`src/hdl/u8t_pkg.sv`:
```
`default_nettype none

package u8t_pkg;

	// Frame: start bit, eight data bits, stop bit.
	localparam int unsigned FRAME_BITS = 10;
	localparam int unsigned CFG_W = 16;
	localparam int unsigned CFG_IDX_W = 1;

	localparam logic [CFG_W-1:0] BIT_TICKS_RST = 16'd768;
	localparam logic [CFG_W-1:0] HALF_BIT_TICKS_RST = 16'd384;

	localparam logic [3:0] FRAME_BITS_C = 4'(FRAME_BITS);
	localparam logic [3:0] START_BIT_LEFT = 4'(FRAME_BITS - 1);

	typedef enum logic [CFG_IDX_W-1:0] {
		CFG_BIT_TICKS      = 1'b0,
		CFG_HALF_BIT_TICKS = 1'b1
	} cfg_idx_t;

	typedef struct packed {
		logic       rx_level;
		logic       send_valid;
		logic [7:0] send_byte;
	} in_item_t;

	typedef struct packed {
		logic       tx_level;
		logic       send_accepted;
		logic       tx_active;
		logic       rx_active;
		logic       recv_valid;
		logic [7:0] recv_byte;
	} out_item_t;

endpackage

`default_nettype wire

```
`src/hdl/u8t_chan_if.sv`:
```
`default_nettype none

interface u8t_chan_if #(
	parameter type T = logic
);
	logic valid;
	logic ready;
	T     data;

	modport source (output valid, output data, input ready);
	modport sink   (input valid, input data, output ready);
endinterface

`default_nettype wire

```
`src/hdl/uart_8n1_transceiver_core.sv`:
```
// 8N1 UART transceiver core, one transaction on the item channel per timer tick.
// Channels: "items" (sink) carries rx_level, send_valid and send_byte for one tick;
// "results" (source) carries tx_level, send_accepted, tx_active, rx_active,
// recv_valid and recv_byte after that tick. Every item yields exactly one result.
// Configuration: cfg_we/cfg_index/cfg_data write bit_ticks (index 0) and
// half_bit_ticks (index 1); write only while no tick is in flight.
// The result of a tick is registered and offered on "results" in the cycle after
// its transaction. Throughput: one tick per cycle while results drain; the tick
// counters and bit logic update combinationally from the registered state, and
// the result sits in a single output register. Items are taken whenever the output
// register is empty or is drained in the same cycle, so a stalled result stalls the
// item channel for exactly as long. Reset: transmitter and receiver idle, line
// levels at mark, counters cleared, bit_ticks = 768 and half_bit_ticks = 384.
`default_nettype none

module uart_8n1_transceiver_core
	import u8t_pkg::*;
#(
	parameter int unsigned TICK_WIDTH = 16
) (
	input  wire logic                 clk,
	input  wire logic                 arst_n,
	u8t_chan_if.sink                  items,
	u8t_chan_if.source                results,
	input  wire logic                 cfg_we,
	input  wire logic [CFG_IDX_W-1:0] cfg_index,
	input  wire logic [CFG_W-1:0]     cfg_data
);

	typedef logic [TICK_WIDTH-1:0] tick_t;

	// Configuration registers.
	logic [CFG_W-1:0] bit_ticks_q;
	logic [CFG_W-1:0] half_bit_ticks_q;

	// Transmitter state.
	logic [8:0] tx_shift_q;
	logic [3:0] tx_bits_left_q;
	tick_t      tx_cnt_q;
	logic       tx_busy_q;
	logic       tx_out_q;

	// Receiver state.
	logic [9:0] rx_shift_q;
	logic [3:0] rx_bits_left_q;
	tick_t      rx_cnt_q;
	logic       rx_busy_q;
	logic       rx_prev_q;

	// Output register.
	logic      res_valid_s1;
	out_item_t res_s1;

	logic     fire;
	in_item_t itm;
	tick_t    bit_reload;
	tick_t    half_reload;

	logic [8:0] tx_shift_d;
	logic [3:0] tx_bits_left_d;
	tick_t      tx_cnt_d;
	logic       tx_busy_d;
	logic       tx_out_d;
	logic       accepted;

	logic [9:0] rx_shift_d;
	logic [3:0] rx_bits_left_d;
	tick_t      rx_cnt_d;
	logic       rx_busy_d;
	logic       rvalid;
	logic [7:0] rbyte;

	// Take a tick when the output register is empty or drains this cycle.
	assign items.ready = !res_valid_s1 || results.ready;
	assign fire        = items.valid && items.ready;
	assign itm         = items.data;

	// Truncate or zero-extend the 16-bit registers to the counter width.
	assign bit_reload  = TICK_WIDTH'(bit_ticks_q);
	assign half_reload = TICK_WIDTH'(half_bit_ticks_q);

	always_ff @(posedge clk or negedge arst_n) begin
		if (!arst_n) begin
			bit_ticks_q      <= BIT_TICKS_RST;
			half_bit_ticks_q <= HALF_BIT_TICKS_RST;
		end else if (cfg_we) begin
			unique case (cfg_index)
				CFG_BIT_TICKS:      bit_ticks_q      <= cfg_data;
				CFG_HALF_BIT_TICKS: half_bit_ticks_q <= cfg_data;
				default: ;
			endcase
		end
	end

	// Transmitter: a bit event fires when the counter is at 0 or 1, then reloads.
	always_comb begin
		tx_shift_d     = tx_shift_q;
		tx_bits_left_d = tx_bits_left_q;
		tx_cnt_d       = tx_cnt_q;
		tx_busy_d      = tx_busy_q;
		tx_out_d       = tx_out_q;
		accepted       = 1'b0;
		if (tx_busy_q) begin
			if (tx_cnt_q[TICK_WIDTH-1:1] == '0) begin
				tx_cnt_d = bit_reload;
				if (tx_bits_left_q == 4'd0) begin
					// Stop bit begins: drive the line to mark and release busy.
					tx_out_d       = 1'b1;
					tx_busy_d      = 1'b0;
					tx_bits_left_d = FRAME_BITS_C;
				end else begin
					if (tx_bits_left_q == START_BIT_LEFT) begin
						tx_out_d = 1'b0;
					end else begin
						tx_out_d   = tx_shift_q[0];
						tx_shift_d = {1'b1, tx_shift_q[8:1]};
					end
					tx_bits_left_d = tx_bits_left_q - 4'd1;
				end
			end else begin
				tx_cnt_d = tx_cnt_q - tick_t'(1);
			end
		end else if (itm.send_valid) begin
			// Hold the line at mark for one bit time before the start bit.
			tx_shift_d     = {1'b1, itm.send_byte};
			tx_bits_left_d = START_BIT_LEFT;
			tx_cnt_d       = bit_reload;
			tx_busy_d      = 1'b1;
			accepted       = 1'b1;
		end
	end

	// Receiver: a falling edge while idle arms it; ten samples shift in from the top.
	always_comb begin
		rx_shift_d     = rx_shift_q;
		rx_bits_left_d = rx_bits_left_q;
		rx_cnt_d       = rx_cnt_q;
		rx_busy_d      = rx_busy_q;
		rvalid         = 1'b0;
		rbyte          = 8'd0;
		if (rx_busy_q) begin
			if (rx_cnt_q[TICK_WIDTH-1:1] == '0) begin
				rx_cnt_d       = bit_reload;
				rx_shift_d     = {itm.rx_level, rx_shift_q[9:1]};
				rx_bits_left_d = rx_bits_left_q - 4'd1;
				if (rx_bits_left_d == 4'd0) begin
					// Drop start and stop samples, keep the data byte.
					rvalid    = 1'b1;
					rbyte     = rx_shift_d[8:1];
					rx_busy_d = 1'b0;
				end
			end else begin
				rx_cnt_d = rx_cnt_q - tick_t'(1);
			end
		end else if (rx_prev_q && !itm.rx_level) begin
			rx_busy_d      = 1'b1;
			rx_shift_d     = '0;
			rx_bits_left_d = FRAME_BITS_C;
			rx_cnt_d       = half_reload;
		end
	end

	// Advance the state only on an accepted tick.
	always_ff @(posedge clk or negedge arst_n) begin
		if (!arst_n) begin
			tx_shift_q     <= '1;
			tx_bits_left_q <= FRAME_BITS_C;
			tx_cnt_q       <= '0;
			tx_busy_q      <= 1'b0;
			tx_out_q       <= 1'b1;
			rx_shift_q     <= '0;
			rx_bits_left_q <= FRAME_BITS_C;
			rx_cnt_q       <= '0;
			rx_busy_q      <= 1'b0;
			rx_prev_q      <= 1'b1;
		end else if (fire) begin
			tx_shift_q     <= tx_shift_d;
			tx_bits_left_q <= tx_bits_left_d;
			tx_cnt_q       <= tx_cnt_d;
			tx_busy_q      <= tx_busy_d;
			tx_out_q       <= tx_out_d;
			rx_shift_q     <= rx_shift_d;
			rx_bits_left_q <= rx_bits_left_d;
			rx_cnt_q       <= rx_cnt_d;
			rx_busy_q      <= rx_busy_d;
			rx_prev_q      <= itm.rx_level;
		end
	end

	// Output register: load on an accepted tick, clear valid once taken.
	always_ff @(posedge clk or negedge arst_n) begin
		if (!arst_n) begin
			res_valid_s1 <= 1'b0;
		end else if (fire) begin
			res_valid_s1 <= 1'b1;
		end else if (results.ready) begin
			res_valid_s1 <= 1'b0;
		end
	end

	always_ff @(posedge clk) begin
		if (fire) begin
			res_s1.tx_level      <= tx_out_d;
			res_s1.send_accepted <= accepted;
			res_s1.tx_active     <= tx_busy_d;
			res_s1.rx_active     <= rx_busy_d;
			res_s1.recv_valid    <= rvalid;
			res_s1.recv_byte     <= rbyte;
		end
	end

	assign results.valid = res_valid_s1;
	assign results.data  = res_s1;

endmodule

`default_nettype wire

```
`src/flat_wrapper.sv`:
```
// flat-port wrapper written by rule: the top's interface ports become plain ports
module uart_8n1_transceiver_core_flat import u8t_pkg::*;
#(
	parameter int unsigned TICK_WIDTH = 16
)
  (clk, arst_n, cfg_we, cfg_index, cfg_data, items_valid, items_data, items_ready, results_valid, results_data, results_ready);
  u8t_chan_if #(.T(in_item_t)) items_i ();
  u8t_chan_if #(.T(out_item_t)) results_i ();
  input  wire logic clk;
  input  wire logic arst_n;
  input  wire logic cfg_we;
  input  wire logic [CFG_IDX_W-1:0] cfg_index;
  input  wire logic [CFG_W-1:0] cfg_data;
  input wire logic [$bits(items_i.valid)-1:0] items_valid;
  input wire logic [$bits(items_i.data)-1:0] items_data;
  output wire logic [$bits(items_i.ready)-1:0] items_ready;
  output wire logic [$bits(results_i.valid)-1:0] results_valid;
  output wire logic [$bits(results_i.data)-1:0] results_data;
  input wire logic [$bits(results_i.ready)-1:0] results_ready;
  assign items_i.valid = items_valid;
  assign items_i.data = items_data;
  assign items_ready = items_i.ready;
  assign results_valid = results_i.valid;
  assign results_data = results_i.data;
  assign results_i.ready = results_ready;
  uart_8n1_transceiver_core #(.TICK_WIDTH(TICK_WIDTH)) u_core (.clk(clk), .arst_n(arst_n), .items(items_i), .results(results_i), .cfg_we(cfg_we), .cfg_index(cfg_index), .cfg_data(cfg_data));
endmodule
```
`config.mk`:
```
export PLATFORM = sky130hd
export DESIGN_NAME = uart_8n1_transceiver_core_flat
export DESIGN_NICKNAME = d
export VERILOG_FILES = /design/src/hdl/u8t_pkg.sv /design/src/hdl/u8t_chan_if.sv /design/src/hdl/uart_8n1_transceiver_core.sv /design/src/flat_wrapper.sv
export SDC_FILE = /design/constraint.sdc
export NUM_CORES = 1
export LEC_CHECK = 0
export ABC_AREA = 1
export BUFFER_PORTS_ARGS = -buffer_cell sky130_fd_sc_hd__buf_4
export CAP_MARGIN = 30
export CORE_ASPECT_RATIO = 0.7
export CORE_MARGIN = 2
export CORE_UTILIZATION = 60
export CTS_BUF_LIST = sky130_fd_sc_hd__clkbuf_4 sky130_fd_sc_hd__clkbuf_8 sky130_fd_sc_hd__clkbuf_16
export DETAILED_ROUTE_END_ITERATION = 8
export GPL_TIMING_DRIVEN = 0
export PLACE_DENSITY = 0.8
export SYNTH_ARGS = -nofsm -noshare
export SYNTH_HDL_FRONTEND = slang
export SYNTH_SLANG_ARGS = --single-unit
```
`constraint.sdc`:
```
create_clock -name clk -period 2 [get_ports clk]
set_input_delay 0.4 -clock clk [delete_from_list [all_inputs] [get_ports clk]]
set_output_delay 0.4 -clock clk [all_outputs]
set_load 0.03 [all_outputs]
```
==> results of run 1 <==
[layer usage]
layer	wire, um	vias up
li1	-	2310
met1	5820	2233
met2	5600	168
met3	912	17
met4	187	0
met5	0	-
[critical path, cell delays in order, from the launching register on]
cell     delay (ns)
dfrtp_1        0.36
inv_1          0.12
ha_1           0.22
nand3_1        0.15
nor2_1         0.36
inv_1          0.13
nor2_1         0.10
nand2_1        0.06
nand3_1        0.06
nand2_1        0.05
nand2_1        0.07
[registers in the layout, summed over array words and instances, names as in the netlist]
register / flops
u_core.tx_shift_q: 8
u_core.tx_busy_q: 1
u_core.half_bit_ticks_q: 16
u_core.tx_cnt_q: 16
u_core.tx_out_q: 1
u_core.results.data: 13
u_core.rx_busy_q: 1
u_core.rx_prev_q: 1
u_core.rx_cnt_q: 16
u_core.bit_reload: 16
u_core.results.valid: 1
u_core.rx_bits_left_q: 4
u_core.rx_shift_q: 8
u_core.tx_bits_left_q: 4
[logic make-up (layout without fill, tap and decap cells)]
logic type	count (synthesis)	in the layout	share of synthesized area, %
XOR/XNOR	11	11	1.73
flip-flops	106	106	49.3
adder cells (fa/ha/maj)	7	7	1.58
AO/OA/AOI/OAI	98	98	9.37
buffers and inverters	104	168	7.61
AND/OR/NAND/NOR	366	366	30.4
[synthesized netlist by cell type, types with 2 or more instances]
master	instances
nor2_1	61
xor2_1	9
o211ai_1	3
nand3b_1	5
edfxtp_1	13
ha_1	7
nor2_8	3
nand4_1	4
a21oi_1	28
nand2_2	8
or2_2	2
inv_2	9
o21ai_0	48
nand2_4	5
dfrtp_1	75
o21ai_1	5
nor2_4	10
buf_1	3
o22ai_1	11
nor2_2	8
clkbuf_1	5
xnor2_1	2
dfstp_2	18
nand2_1	213
inv_1	76
buf_2	8
nand3_1	43
[final cells by class]
class	count	area share (%)
Sequential cell	106	42.9
Multi-Input combinational cell	482	37.5
Timing Repair Buffer	48	5.99
Inverter	85	4.99
Clock buffer	9	3.52
Tap cell	124	2.43
Buffer	19	1.62
Clock inverter	7	1.10
[final timing paths]
kind                                                 end                 start  slack [ns]  cells after the start
worst max-delay path                  u_core.rx_cnt_q[8]    u_core.rx_cnt_q[0]        0.26                     10
worst min-delay path                u_core.tx_shift_q[7]         items_data[7]        0.26                      3
worst max register to register        u_core.rx_cnt_q[8]    u_core.rx_cnt_q[0]        0.26                     10
worst min register to register      u_core.tx_shift_q[5]  u_core.tx_shift_q[5]        0.47                      2
max in group asynchronous       u_core.rx_bits_left_q[1]                arst_n        0.84                      3
min in group asynchronous             u_core.tx_cnt_q[1]                arst_n        0.48                      2
[stage by stage]
| step | worst slack, ns | utilization, % |
|---|---|---|
| 6_report | 0.257 | 70.7 |
| 5_1_grt | 0.0504 | 70.7 |
| 4_1_cts | 0.282 | 70.7 |
| 3_5_place_dp | 0.249 | 67.4 |
| 3_3_place_gp | 0.269 | 67.1 |
| 2_1_floorplan | 0.285 | - |
[cells in the final DEF, fill, tap and decap left out, types with 9 or more instances in the layout]
master     count
nand2_1      213
inv_1         76
dfrtp_1       75
nor2_1        61
o21ai_0       48
buf_4         47
nand3_1       43
a21oi_1       28
dfstp_2       18
edfxtp_1      13
o22ai_1       11
nor2_4        10
xor2_1         9
inv_2          9
clkbuf_16      9
[power by group]
part	internal (uW)	switching, uW	total, uW
clock network	883	875	1760
registers	2750	460	3210
logic	788	1370	2160
total	4420	2710	7130
==> metrics.yaml, run 1 <==
yosys:
  syn_area_sq_um: 5560
  synth_cells: 692
  synth_top_cell_area_share_pct: 33.8
  synth_cell_types: 37
  yosysSeqAreaShare_pct: 49.3
  synthTopCellsByArea: "dfrtp_1 (34%), nand2_1 (14%), dfstp_2 (8.5%)"
  synth-edff-count: 13
  synth_top_area_cell: "dfrtp_1"
  ys_seq_elements: 106
  yosysWarnings: 0
  synthFlopType: "dfrtp_1"
  async_flop_share_pct: 87.7
  synth_nets: 731
  syn_avg_cell_area_sq_um: 8.03
sta:
  fin_crit_sh_pct: 87.2
  fin_tns_setup_ns: 0
  relSlewSlack_pct: 64.7
  fin_hold_ws_ns: 0.265
  clock_skew_ns: 0.00846
  fmax_mhz: 574
  worst_pin_slew_ns: 0.530
  setup-violations-final: 0
  rsz0062_at_grt: "no"
  finalCriticalPeriod_ns: 1.74
  finalHoldViolations: 0
  drv_slew: 0
pwr:
  p_per_area_nw_per_um2: 1120
  power.total_uw: 7130
  p_leak_uw: 0.00311
  vdd_drop_max_v: 0.00102
placement:
  finalWeightedCongestion: 0.911
  port_buffers: 46
  placed_area_sq_um: 6090
  dpl.cell_count: 863
  dp.final_hpwl_um: 9320
grt:
  grt_pass1_wl_um: 21500
  grt_max_degree: 73
  first_global_vias: 4562
  grt_util_met3_pct: 7.07
  grt_use_met2_pct: 41.3
  use_met1_pct: 38.2
  grt_busiest_layer: "met2"
  antenna_found_initial: 0
  globalRouteOverflowTotal: 0
  grt_util_all_layers_pct: 27.1
cells_and_area:
  final_area_sq_um: 6390
  antennaDiodeCount: 0
  drive_above_1_share_pct: 18.5
  multi_input_area_sq_um: 2390
  num-fill-cells: 732
  final_nets: 790
  area_growth_syn_to_layout_pct: 15.0
  seq_area_sq_um: 2740
  stdcell_count: 880
clocking:
  clkSlewWorstSetupHoldPaths_ns: 0.08
  post_cts_buffers: 0
  holdBufCountCts: 1
  cts_buffers: 9
  clock_latency_ns: 0.36
  cts_sinks: 106
  cts_buffer_depth: 2
  cts_htree_levels: 3
  cts_tree: "yes"
  cts_root_buf: "clkbuf_16"
  cts_resized: 0
detailed_routing:
  drc_errors: 0
  first_pass_iters: 5
  vias: 4728
  antenna_left: 0
  routed_via_density: 5.37
  drt-initial-drc-count: 364
  post_drt_wl_per_cell_um: 14.2
  wl_um: 12500
die:
  die-area_sq_um: 10100
  pin_count: 47
  die_height_um: 84.5
  rows: 29
  start_util_pct: 61.5
  core_sq_um: 9030
  die_w_um: 119
setup_path:
  worstPathArrival_ns: 2.04
  crit_path_start_kind: "flop"
  critPathKind: "flop to flop"
  crit_required_ns: 2.30
  crit_path_max_fanout: 5
  end_kind: "flop"
min_path:
  hold_path.class: "primary input to flop"
flow_run:
  max-cap-violations: 0
status:
  status: "finished, final reports clean"
No activity file was read; power rests on OpenSTA's default activity.
==> inputs of run 2 (changes only) <==
Settings changed: CORE_UTILIZATION 60 to 65, PLACE_DENSITY 0.8 to 0.86.
Clock period 2 ns to 2.1 ns, I/O delays scaled along.
==> metrics.yaml, run 2 (synthesis gave the netlist of run 1 again) <==
status:
  status: "finished, final reports clean"
cells_and_area:
  antennaDiodeCount: 0
  final_nets: 790
  final_area_sq_um: 6350
  drive_above_1_share_pct: 18.5
  seq_area_sq_um: 2740
  layout_commonest_cell: "nand2_1"
  multi_input_area_sq_um: 2390
  mostFrequentLayoutCells: "nand2_1 (213), inv_1 (76), dfrtp_1 (75)"
  area_growth_syn_to_layout_pct: 14.3
  num-fill-cells: 637
setup_path:
  end_kind: "flop"
  crit_path_max_fanout: 10
  cp-startpoint: "u_core.tx_cnt_q[2]"
  worstPathArrival_ns: 2.10
  crit_path_start_kind: "flop"
  critPathKind: "flop to flop"
  r2r_start: "u_core.tx_cnt_q[2]"
  crit_required_ns: 2.38
sta:
  setup-violations-final: 0
  fmax_mhz: 550
  drv_slew: 0
  fin_crit_sh_pct: 86.6
  relSlewSlack_pct: 60.6
  clock_skew_ns: 0.00676
  worst_pin_slew_ns: 0.591
  finalHoldViolations: 0
  finalCriticalPeriod_ns: 1.82
  fin_tns_setup_ns: 0
  rsz0062_at_grt: "no"
clocking:
  cts_htree_levels: 3
  cts_resized: 0
  clkSlewWorstSetupHoldPaths_ns: 0.07
  post_cts_buffers: 0
  clock_latency_ns: 0.35
  cts_sinks: 106
  cts_buffers: 9
  cts_buffer_depth: 2
  cts_tree: "yes"
  cts_root_buf: "clkbuf_16"
die:
  start_util_pct: 66.4
  pin_count: 47
  rows: 28
  die_height_um: 81.4
  core_sq_um: 8370
  die-area_sq_um: 9320
  die_w_um: 115
detailed_routing:
  vias: 4913
  post_drt_wl_per_cell_um: 15.5
  drc_errors: 0
  antenna_left: 0
  routed_via_density: 5.71
  first_pass_iters: 5
  drt-initial-drc-count: 511
  wl_um: 13400
grt:
  grt_util_all_layers_pct: 30.3
  globalRouteOverflowTotal: 0
  antenna_found_initial: 0
  grt_pass1_wl_um: 21700
  first_global_vias: 4566
  grt_max_degree: 71
flow_run:
  max-cap-violations: 0
min_path:
  hold_path_startpoint: "items_data[7]"
  hold_path.class: "primary input to flop"
pwr:
  p_leak_uw: 0.00310
  p_per_area_nw_per_um2: 1070
  vdd_drop_max_v: 0.000702
placement:
  port_buffers: 46
  placed_area_sq_um: 6060
  dp.final_hpwl_um: 9700
  finalWeightedCongestion: 0.933
## run 2: final timing paths
kind | cells after the start | end | slack [ns]
setup / recovery | 10 | u_core.tx_shift_q[4] | 0.28
hold / removal | 3 | u_core.tx_shift_q[7] | 0.29
setup reg to reg | 10 | u_core.tx_shift_q[4] | 0.28
hold reg to reg | 2 | u_core.tx_shift_q[3] | 0.47
max in group asynchronous | 3 | u_core.rx_bits_left_q[1] | 0.89
min in group asynchronous | 2 | u_core.tx_cnt_q[8] | 0.52
## run 2: per-layer routing
layer | up-vias | global-route usage [%] | wire length (um)
li1 | 2310 | - | -
met1 | 2343 | 42.7 | 5940
met2 | 228 | 48.5 | 6190
met3 | 32 | 5.82 | 1030
met4 | 0 | 8.29 | 231
met5 | - | 0 | 0
## run 2: power breakdown
part           switching [uW]  internal [uW]  total (uW)
Clock                     793            831        1620
Sequential                456           2620        3080
Combinational            1360            752        2110
Total                    2610           4200        6810
## run 2: area by class of cell
cell class              count  area share (%)
flip-flops and latches    106            43.1
multi-input cells         482            37.7
repair buffers             48            6.02
inverters                  85            5.02
clock buffers              10            3.66
well taps                 105            2.07
plain buffers              19            1.63
clock inverters             6           0.788
## run 2: critical path: stages, from the launching register on
cell	delay, ns
dfrtp_1	0.42
nor2_1	0.21
nand2_2	0.13
nor2_4	0.15
nand2_2	0.08
nand2_4	0.09
nand2_4	0.12
nor2_4	0.26
inv_2	0.12
nand2_1	0.09
nand2_1	0.07
## run 2: stage by stage
step	cells	util (%)	setup slack, ns	power [uW]	hold WS [ns]
finish	861	75.9	0.282	6810	0.287
CTS	861	75.9	0.314	6780	0.282
floorplan	692	-	0.385	4550	0.124
global placement	843	72.1	0.347	5010	0.450
global route	861	75.9	0.174	7200	0.293
detailed placement	844	72.4	0.271	5150	0.350
## run 2: timing repair
action	4_1_cts	5_1_grt
setup endpoints to repair	0	0
hold endpoints to repair	12	0
hold buffers	1	0
